[config.mk]
export PLATFORM = sky130hd
export DESIGN_NAME = encoder_detent_and_press_qualifier
export DESIGN_NICKNAME = d
export VERILOG_FILES = /design/src/edpq_pkg.sv /design/src/encoder_detent_and_press_qualifier.sv /design/src/edpq_detent.sv /design/src/edpq_button.sv
export SDC_FILE = /design/constraint.sdc
export NUM_CORES = 1
export LEC_CHECK = 0
export BUFFER_PORTS_ARGS = -buffer_cell sky130_fd_sc_hd__buf_2
export CORE_UTILIZATION = 58
export CTS_CLUSTER_SIZE = 12
export DETAILED_ROUTE_END_ITERATION = 12
export PLACE_DENSITY = 0.77
export SKIP_CTS_REPAIR_TIMING = 1
export SYNTH_ARGS = -nofsm -noshare
export SYNTH_HDL_FRONTEND = slang
export SYNTH_SLANG_ARGS = --single-unit
[constraint.sdc]
create_clock -name clk -period 20.5 [get_ports clk]
set_clock_uncertainty 0.2 [all_clocks]
set_input_delay 1.025 -clock clk [delete_from_list [all_inputs] [get_ports clk]]
set_output_delay 1.025 -clock clk [all_outputs]
set_load 0.005 [all_outputs]
[src/edpq_pkg.sv]
// types and constants for the encoder detent and press qualifier
// no dependencies
package edpq_pkg;

  localparam int CountW = 32;
  localparam int TimeW  = 32;
  localparam int HoldW  = 16;
  localparam int SubW   = 8;
  localparam int CfgAddrW = 1;
  localparam int CfgDataW = 16;

  localparam logic [HoldW-1:0] HOLD_TIME_RST = 16'd400;
  localparam logic [SubW-1:0]  SUBSTEPS_RST  = 8'd2;

  localparam logic [CfgAddrW-1:0] REG_HOLD_TIME = 1'd0;
  localparam logic [CfgAddrW-1:0] REG_SUBSTEPS  = 1'd1;

  typedef struct packed {
    logic sel;
    logic back;
  } btn_evt_t;

endpackage

[src/encoder_detent_and_press_qualifier.sv]
// top level: input register, detent and button logic, result register
// depends on edpq_pkg, edpq_detent, edpq_button
//
// Usage: one poll item per in_ handshake, one result item per poll on out_.
// in_tdata carries the encoder count, raw button level and ms timestamp,
// in_tuser the read-ok flag. out_tdata carries the detent step (-1/0/+1)
// and the select and back pulses.
// An accepted item passes through the input register, then the result
// register, before it is shown on out_. Throughput: one item per cycle
// while out_tready is high; residue and press state update as an item
// moves from the input register into the result register. The registers
// hold_time_ms and substeps_per_detent are written through cfg_we/cfg_addr/
// cfg_wdata; the user must write them only while the block is idle, and the block does not enforce it.
// Reset (rst_n low, synchronous) clears count, residue and press state,
// empties both registers and loads hold 400 ms and 2 counts per detent.
// When out_tready is low the result holds and one more item is taken into
// the input register; in_tready then drops until the result is taken.
module encoder_detent_and_press_qualifier
  import edpq_pkg::*;
(
  input  logic                clk,
  input  logic                rst_n,
  input  logic                cfg_we,
  input  logic [CfgAddrW-1:0] cfg_addr,
  input  logic [CfgDataW-1:0] cfg_wdata,
  input  logic                in_tvalid,
  output logic                in_tready,
  input  logic [71:0]         in_tdata,  // encoder_count[31:0], button_level[32], now_ms[64:33]
  input  logic [0:0]          in_tuser,  // read_ok[0]
  output logic                out_tvalid,
  input  logic                out_tready,
  output logic [7:0]          out_tdata  // detent_step[1:0], select_event[2], back_event[3]
);

  logic [HoldW-1:0]  hold_time_r;
  logic [SubW-1:0]   substeps_r;

  logic              in_vld_r;
  logic [CountW-1:0] count_r;
  logic              btn_lvl_r;
  logic [TimeW-1:0]  now_r;
  logic              ok_r;

  logic              out_vld_r;
  logic [1:0]        step_r;
  btn_evt_t          evt_r;

  logic              adv;
  logic              in_acc;
  logic signed [1:0] step;
  btn_evt_t          evt;

  always_ff @(posedge clk) begin
    if (!rst_n) begin
      hold_time_r <= HOLD_TIME_RST;
      substeps_r  <= SUBSTEPS_RST;
    end else if (cfg_we) begin
      case (cfg_addr)
        REG_HOLD_TIME: hold_time_r <= cfg_wdata[HoldW-1:0];
        REG_SUBSTEPS:  substeps_r  <= cfg_wdata[SubW-1:0];
        default: ;
      endcase
    end
  end

  // item moves from the input register to the result register
  assign adv       = in_vld_r && (!out_vld_r || out_tready);
  assign in_tready = !in_vld_r || adv;
  assign in_acc    = in_tvalid && in_tready;

  always_ff @(posedge clk) begin
    if (!rst_n) begin
      in_vld_r <= 1'b0;
    end else if (in_acc) begin
      in_vld_r <= 1'b1;
    end else if (adv) begin
      in_vld_r <= 1'b0;
    end
  end

  always_ff @(posedge clk) begin
    if (in_acc) begin
      count_r   <= in_tdata[31:0];
      btn_lvl_r <= in_tdata[32];
      now_r     <= in_tdata[64:33];
      ok_r      <= in_tuser[0];
    end
  end

  edpq_detent u_detent (
    .clk           (clk),
    .rst_n         (rst_n),
    .adv           (adv),
    .read_ok       (ok_r),
    .encoder_count (count_r),
    .substeps      (substeps_r),
    .detent_step   (step)
  );

  edpq_button u_button (
    .clk          (clk),
    .rst_n        (rst_n),
    .adv          (adv),
    .read_ok      (ok_r),
    .button_level (btn_lvl_r),
    .now_ms       (now_r),
    .hold_time    (hold_time_r),
    .evt          (evt)
  );

  always_ff @(posedge clk) begin
    if (!rst_n) begin
      out_vld_r <= 1'b0;
    end else if (adv) begin
      out_vld_r <= 1'b1;
    end else if (out_tready) begin
      out_vld_r <= 1'b0;
    end
  end

  always_ff @(posedge clk) begin
    if (adv) begin
      step_r <= step;
      evt_r  <= evt;
    end
  end

  assign out_tvalid = out_vld_r;
  assign out_tdata  = {4'b0000, evt_r.back, evt_r.sel, step_r};

endmodule

[src/edpq_detent.sv]
// count delta accumulation, saturating residue and detent step decision
// depends on edpq_pkg
module edpq_detent
  import edpq_pkg::*;
(
  input  logic                     clk,
  input  logic                     rst_n,
  input  logic                     adv,
  input  logic                     read_ok,
  input  logic [CountW-1:0]        encoder_count,
  input  logic [SubW-1:0]          substeps,
  output logic signed [1:0]        detent_step
);

  logic [CountW-1:0]        last_count_r, last_count_nxt;
  logic                     count_seen_r, count_seen_nxt;
  logic signed [CountW-1:0] residue_r, residue_nxt;

  logic [CountW-1:0]        delta;
  logic signed [CountW:0]   sum;
  logic signed [CountW-1:0] res_mid;
  logic signed [CountW-1:0] size_s;
  logic [SubW-1:0]          size;

  always_comb begin
    delta = encoder_count - last_count_r;
    sum   = $signed({residue_r[CountW-1], residue_r}) + $signed({delta[CountW-1], delta});
    // saturate to the signed 32-bit range
    if (sum[CountW] != sum[CountW-1]) begin
      res_mid = sum[CountW] ? {1'b1, {(CountW-1){1'b0}}} : {1'b0, {(CountW-1){1'b1}}};
    end else begin
      res_mid = sum[CountW-1:0];
    end
    if (!read_ok || !count_seen_r) begin
      res_mid = residue_r;
    end

    last_count_nxt = read_ok ? encoder_count : last_count_r;
    count_seen_nxt = count_seen_r | read_ok;

    size   = (substeps == '0) ? SubW'(1) : substeps;
    size_s = $signed({{(CountW-SubW){1'b0}}, size});

    detent_step = 2'sd0;
    residue_nxt = res_mid;
    if (res_mid >= size_s) begin
      detent_step = 2'sd1;
      residue_nxt = res_mid - size_s;
    end else if (res_mid <= -size_s) begin
      detent_step = -2'sd1;
      residue_nxt = res_mid + size_s;
    end
  end

  always_ff @(posedge clk) begin
    if (!rst_n) begin
      last_count_r <= '0;
      count_seen_r <= 1'b0;
      residue_r    <= '0;
    end else if (adv) begin
      last_count_r <= last_count_nxt;
      count_seen_r <= count_seen_nxt;
      residue_r    <= residue_nxt;
    end
  end

endmodule

[src/edpq_button.sv]
// button press tracker with hold qualification on wrapping ms timestamps
// depends on edpq_pkg
module edpq_button
  import edpq_pkg::*;
(
  input  logic             clk,
  input  logic             rst_n,
  input  logic             adv,
  input  logic             read_ok,
  input  logic             button_level,
  input  logic [TimeW-1:0] now_ms,
  input  logic [HoldW-1:0] hold_time,
  output btn_evt_t         evt
);

  logic             active_r, active_nxt;
  logic             long_r, long_nxt;
  logic [TimeW-1:0] start_r, start_nxt;
  logic             pressed;
  logic [TimeW-1:0] held;

  always_comb begin
    pressed    = ~button_level;
    held       = now_ms - start_r;
    active_nxt = active_r;
    long_nxt   = long_r;
    start_nxt  = start_r;
    evt        = '0;
    if (read_ok) begin
      if (pressed && !active_r) begin
        active_nxt = 1'b1;
        long_nxt   = 1'b0;
        start_nxt  = now_ms;
      end else if (pressed && !long_r && held >= {{(TimeW-HoldW){1'b0}}, hold_time}) begin
        long_nxt = 1'b1;
      end else if (!pressed && active_r) begin
        evt.back   = long_r;
        evt.sel    = ~long_r;
        active_nxt = 1'b0;
        long_nxt   = 1'b0;
      end
    end
  end

  always_ff @(posedge clk) begin
    if (!rst_n) begin
      active_r <= 1'b0;
      long_r   <= 1'b0;
      start_r  <= '0;
    end else if (adv) begin
      active_r <= active_nxt;
      long_r   <= long_nxt;
      start_r  <= start_nxt;
    end
  end

endmodule

# Yosys cells after proc, flatten, opt, wreduce, memory -nomap -nowiden
# Cells that the tools add are included.
dict set report word_totals {
  ff_bits 195
  output_inout_bits 10
}
dict set report op_classes {
  n_addsub 6
  n_lt_le_gt_ge 3
  eq_ne 2
  n_mux 16
  bitwise 6
  n_reduce_logical 27
}
# cell count
set ops {}
lappend ops {{32-bit 2-to-1 mux} 5}
lappend ops {{32-bit subtractor} 2}
lappend ops {{32-bit by 32-bit adder with 33-bit output} 1}
lappend ops {{32-bit by 9-bit adder with 32-bit output} 1}
lappend ops {{32-bit by 16-bit >= comparator with 1-bit output} 1}
lappend ops {{32-bit by 9-bit >= comparator with 1-bit output} 1}
lappend ops {{32-bit less-or-equal comparator} 1}
lappend ops {{8-bit negator with 32-bit output} 1}
lappend ops {{32-bit by 9-bit subtractor with 32-bit output} 1}
lappend ops {{1-bit 2-to-1 mux} 9}
lappend ops {{8-bit zero test} 1}
lappend ops {{8-bit 2-to-1 mux} 1}
lappend ops {{1-bit logical AND} 6}
lappend ops {{1-bit zero test} 6}
lappend ops {{2-bit AND reduction} 3}
lappend ops {{3-bit AND reduction} 2}
lappend ops {{2-bit nonzero test} 3}
lappend ops {{1-bit inverter} 5}
lappend ops {{4-bit AND reduction} 1}
lappend ops {{4-bit OR reduction} 1}
lappend ops {{1-bit logical OR} 3}
lappend ops {{3-bit nonzero test} 1}
lappend ops {{2-bit 2-to-1 mux} 1}
lappend ops {{2-bit by 1-bit != test with 1-bit output, second input constant} 1}
lappend ops {{other kinds (2)} 2}

# Logic depth before layout (Yosys ltp)
dict set report depth {
  depth_word 8
  mapped_depth 52
  ltp_nobuf 48
}

# Modules after synthesis
# A second synthesis with hierarchy kept.
dict set report unflattened {
  hier_cells 2088
  area_unflattened_um2 16609.7
}
# module instances cells_each area_per_inst_um2 seq_area_each_um2
set by_module_without_submodules {}
lappend by_module_without_submodules {edpq_detent 1 1358 9566.7 1301.2}
lappend by_module_without_submodules {edpq_button 1 545 3861.2 680.7}
lappend by_module_without_submodules {encoder_detent_and_press_qualifier 1 185 3181.8 2622.5}

# Least setup slack after synthesis
# Ideal clock, no wire load.
dict set report synth_timing {
  kind {register to register}
  start {register count_r[0]}
  end {register u_detent.residue_r[28]}
  t_arrival_ns 9.191
  required_ns 20.240
  slack_ns 11.049
  stages_incl_launch_ff 51
  n_path_buf 2
  path_cell_list {edfxtp_1 inv_1 ha_1 inv_1 fa_1 a21o_1 a21oi_1 o21bai_1 a21o_1 a21oi_1 o31ai_1 a211o_1 a211oi_1 o31ai_1 or4_1 a31oi_1 nor2b_1 o21ai_0 [15 not listed] inv_1 ha_1 nor2_1 o21bai_1 a21oi_1 o21bai_1 a21o_1 a21o_1 a21oi_1 and3_1 o211ai_1 nor4b_2 and4bb_1 buf_4 or3b_4 mux2_4 o21ai_2 o2111a_1}
}
dict set report synth_between {
  elab_chain_cells 8
  elab_cells_between_ends 12
}
# item line
set synth_rtl {}
lappend synth_rtl {{start, declared} encoder_detent_and_press_qualifier.sv:39} ;# logic [CountW-1:0] count_r;
lappend synth_rtl {{start signal, assigned} encoder_detent_and_press_qualifier.sv:83} ;# count_r <= in_tdata[31:0];
lappend synth_rtl {{32-bit subtractor *} edpq_detent.sv:26} ;# delta = encoder_count - last_count_r;
lappend synth_rtl {{32-bit by 32-bit adder with 33-bit output *} edpq_detent.sv:27} ;# sum = $signed({residue_r[CountW-1], residue_r}) + $signed({delta[CountW-1], delta});
lappend synth_rtl {{32-bit 2-to-1 mux or 1-bit != test (tied branches)} {edpq_detent.sv:30, edpq_detent.sv:29}}
lappend synth_rtl {{32-bit 2-to-1 mux *} edpq_detent.sv:29} ;# if (sum[CountW] != sum[CountW-1]) begin
lappend synth_rtl {{32-bit 2-to-1 mux *} edpq_detent.sv:34} ;# if (!read_ok || !count_seen_r) begin
lappend synth_rtl {{32-bit by 9-bit adder with 32-bit output or 32-bit less-or-equal comparator (tied branches)} {edpq_detent.sv:51, edpq_detent.sv:49}}
lappend synth_rtl {{32-bit 2-to-1 mux} edpq_detent.sv:49} ;# end else if (res_mid <= -size_s) begin
lappend synth_rtl {{32-bit 2-to-1 mux *} edpq_detent.sv:46} ;# if (res_mid >= size_s) begin
lappend synth_rtl {{end signal, assigned} edpq_detent.sv:63} ;# residue_r <= residue_nxt;
lappend synth_rtl {{end, declared} edpq_detent.sv:17} ;# logic signed [CountW-1:0] residue_r, residue_nxt;
# Every way passes the cells marked *; elsewhere a longest branch is shown, timed or not.
# A chain may end at the register's enable or synchronous reset.

# Worst setup path in the final report
dict set report layout_timing {
  start {register count_r[0]}
  end {register u_detent.residue_r[29]}
}
# The elaborated chain is that of the path after synthesis.

==> results_dict.tcl <==
set metrics [dict create \
    cp.required_ns 20.65 \
    cp-end-kind "register" \
    pwr-share-comb 0.388 \
    p_int_uw 792 \
    clkTransAtPathRegs_ns 0.08 \
    io_buffers 93 \
    fin_setup_tns_ns 0 \
    die_area_um2 28300 \
    cts-root-buf "clkbuf_16" \
    grt_overflow 0 \
    vias 14596 \
    p_sw_frac 0.383 \
    worstSkewPairLatency_ns 0.45 \
    syn-cell-area_um2 16000 \
    cellPowerDensity_nw_per_um2 73.9 \
    grt_usage 0.294 \
    post-dp-hpwl_mm 31.4 \
    fill_cells 2436 \
    synth_top_family_by_area "compound AO/OA/AOI/OAI gates" \
    place.gp.congestion 0.932 \
    synth_seq_area_share 0.287 \
    antennaDiodeCount 0 \
    start_kind "register" \
    rsz0062_at_grt "no" \
    hp-class "register to register" \
    wl_per_cell_um 17.2 \
    maxSlewViolCount 0 \
    die_height_um 168 \
    row_count 60 \
    outcome "completed" \
    synth_warnings 0 \
    drt_iter0_drc 1070 \
    mostFrequentLayoutCells "nand2_1, ha_1, inv_1" \
    start_util 0.594 \
    ioPinCount 105 \
    synth_edf_count 70 \
    leakage_uw 0.00720 \
    drt_pass1_iterations 5 \
    cts_tree "built" \
    timing.final.hold_violations 0 \
    drv_cap 0 \
    syn2layout_area_growth_pct 8.12 \
    ir_drop_mv 0.0565 \
    syn_avg_cell_area_um2 8.03 \
    critPathArrivalTime_ns 12.32 \
    ctsHtreeMaxLevel 4 \
    tightestPinTransition_ns 1.13 \
    cts.path.max_buffers 2 \
    avgViaCountPerCell 6.07 \
    coreArea_um2 27000 \
    pre_cts_slack_ns 8.59 \
    synth_xor_xnor_area_share 0.0453 \
    synth_ff_type "dfxtp_1" \
    pwr-share-clk 0.268 \
    die_w_um 168 \
    final_util 0.642 \
    worst-path-max-fanout 32 \
    routed_wl_mm 41.4 \
    synth_mux_area_frac 0.0161 \
    synth_cell_type_count 95 \
    fmax_mhz 82.2 \
    worst_slack_ns 8.33 \
    synthArstFlopShare 0 \
    final_common_cell "nand2_1" \
    grt_max_degree 119 \
    fin_crit_ns 12.17 \
    drc 0 \
    setup_viol 0 \
    ys_seq_elements 195 \
    grt_antenna_before_repair 0 \
    cts_sinks 195 \
    ant_nets 0 \
    critPathMaxStageDelay_ns 0.63 \
    fin_crit_sh 0.594 \
    nets 2310 \
    cts_buffers 17 \
    path_class "register to register" \
    layout-drive-gt1-share 0.0906 \
    p_sw_uw 491 \
    synth_compound_area_frac 0.256 \
    syn_inst 1998 \
    cp_common_cell "a21o_1" \
    grt_pass1_wl_mm 67.4 \
    synth-simple-area-share 0.203 \
    synth_fa_ha_area_frac 0.134 \
    slew_headroom 0.250 \
    critPathSlowestCell "o21ai_1" \
    grt_pass1_vias 13848 \
    pwr-share-seq 0.343 \
]
synth_stat cells (58+ instances only):
| cell type | n | area [um^2] |
|---|---|---|
| ha_1 | 161 | 2010 |
| a21o_1 | 58 | 435 |
| inv_1 | 146 | 548 |
| xnor2_1 | 59 | 517 |
| o21ai_0 | 89 | 445 |
| a21oi_1 | 130 | 651 |
| dfxtp_1 | 125 | 2500 |
| nor2_1 | 118 | 443 |
| clkbuf_1 | 70 | 263 |
| nand2_1 | 276 | 1040 |
| a21boi_0 | 91 | 683 |
| edfxtp_1 | 70 | 2100 |
worst max-delay path: cells and delay by family, from the launching register on:
kind | cells | cell delay, ns
compound gates | 26 | 6.04
xor+xnor | 2 | 0.52
fa+ha+maj | 4 | 1.19
simple gates | 11 | 3.22
buf+inv | 3 | 0.48
flops | 1 | 0.39
power groups by stage:
| stage | registers (uW) | clock network (uW) | logic, uW |
|---|---|---|---|
| after floorplan | 441 | 0 | 376 |
| after global placement | 449 | 0 | 477 |
| after detailed placement | 449 | 0 | 487 |
| after CTS | 440 | 347 | 491 |
| after global routing | 443 | 361 | 549 |
| final | 440 | 344 | 498 |
flip-flops by register name, indices dropped and copies added, names as in the netlist, 2 cells and up:
name                   cells
u_detent.residue_r        32
substeps_r                 8
step_r                     2
u_button.start_r          32
now_r                     32
count_r                   32
hold_time_r               16
out_tdata                  2
u_detent.last_count_r     32
routing by layer:
metal	GRT usage	share of wire
met5	0	0
met4	0.118	0.032
met3	0.0397	0.051
met2	0.521	0.49
met1	0.359	0.43
area by class of cell:
type / count / area [um^2] / area share
Clock buffer: 18 / 429 / 0.0247
Tap cell: 341 / 427 / 0.0246
Inverter: 147 / 552 / 0.0318
Timing Repair Buffer: 111 / 603 / 0.0348
Clock inverter: 14 / 170 / 0.00981
Multi-Input combinational cell: 1578 / 10600 / 0.609
Sequential cell: 195 / 4600 / 0.265
stage by stage:
stage	hold slack (ns)	total power (uW)	cells	area [um^2]
floorplan	0.243	817	2010	16100
global placement	0.253	926	2372	16700
detailed placement	0.260	936	2372	16700
CTS	0.271	1280	2404	17300
global route	0.284	1350	2404	17300
finish	0.269	1280	2404	17300
cells by family after synthesis:
kind of cell,count (synthesis)
simple gates,684
compound gates,602
buf+inv,237
flops,195
fa+ha+maj,171
xor+xnor,83
mux,25
other cells,1
final timing paths:
kind | startpoint | to | slack [ns] | cells past startpoint
min reg2reg | u_detent.last_count_r[4]$_SDFFE_PN0P_ | u_detent.last_count_r[4]$_SDFFE_PN0P_ | 0.27 | 2
max reg2reg | count_r[0]$_DFFE_PP_ | u_detent.residue_r[29]$_SDFFE_PN0P_ | 8.33 | 46
min | u_detent.last_count_r[4]$_SDFFE_PN0P_ | u_detent.last_count_r[4]$_SDFFE_PN0P_ | 0.27 | 2
max | count_r[0]$_DFFE_PP_ | u_detent.residue_r[29]$_SDFFE_PN0P_ | 8.33 | 46
(Power assumes the default switching activity.)
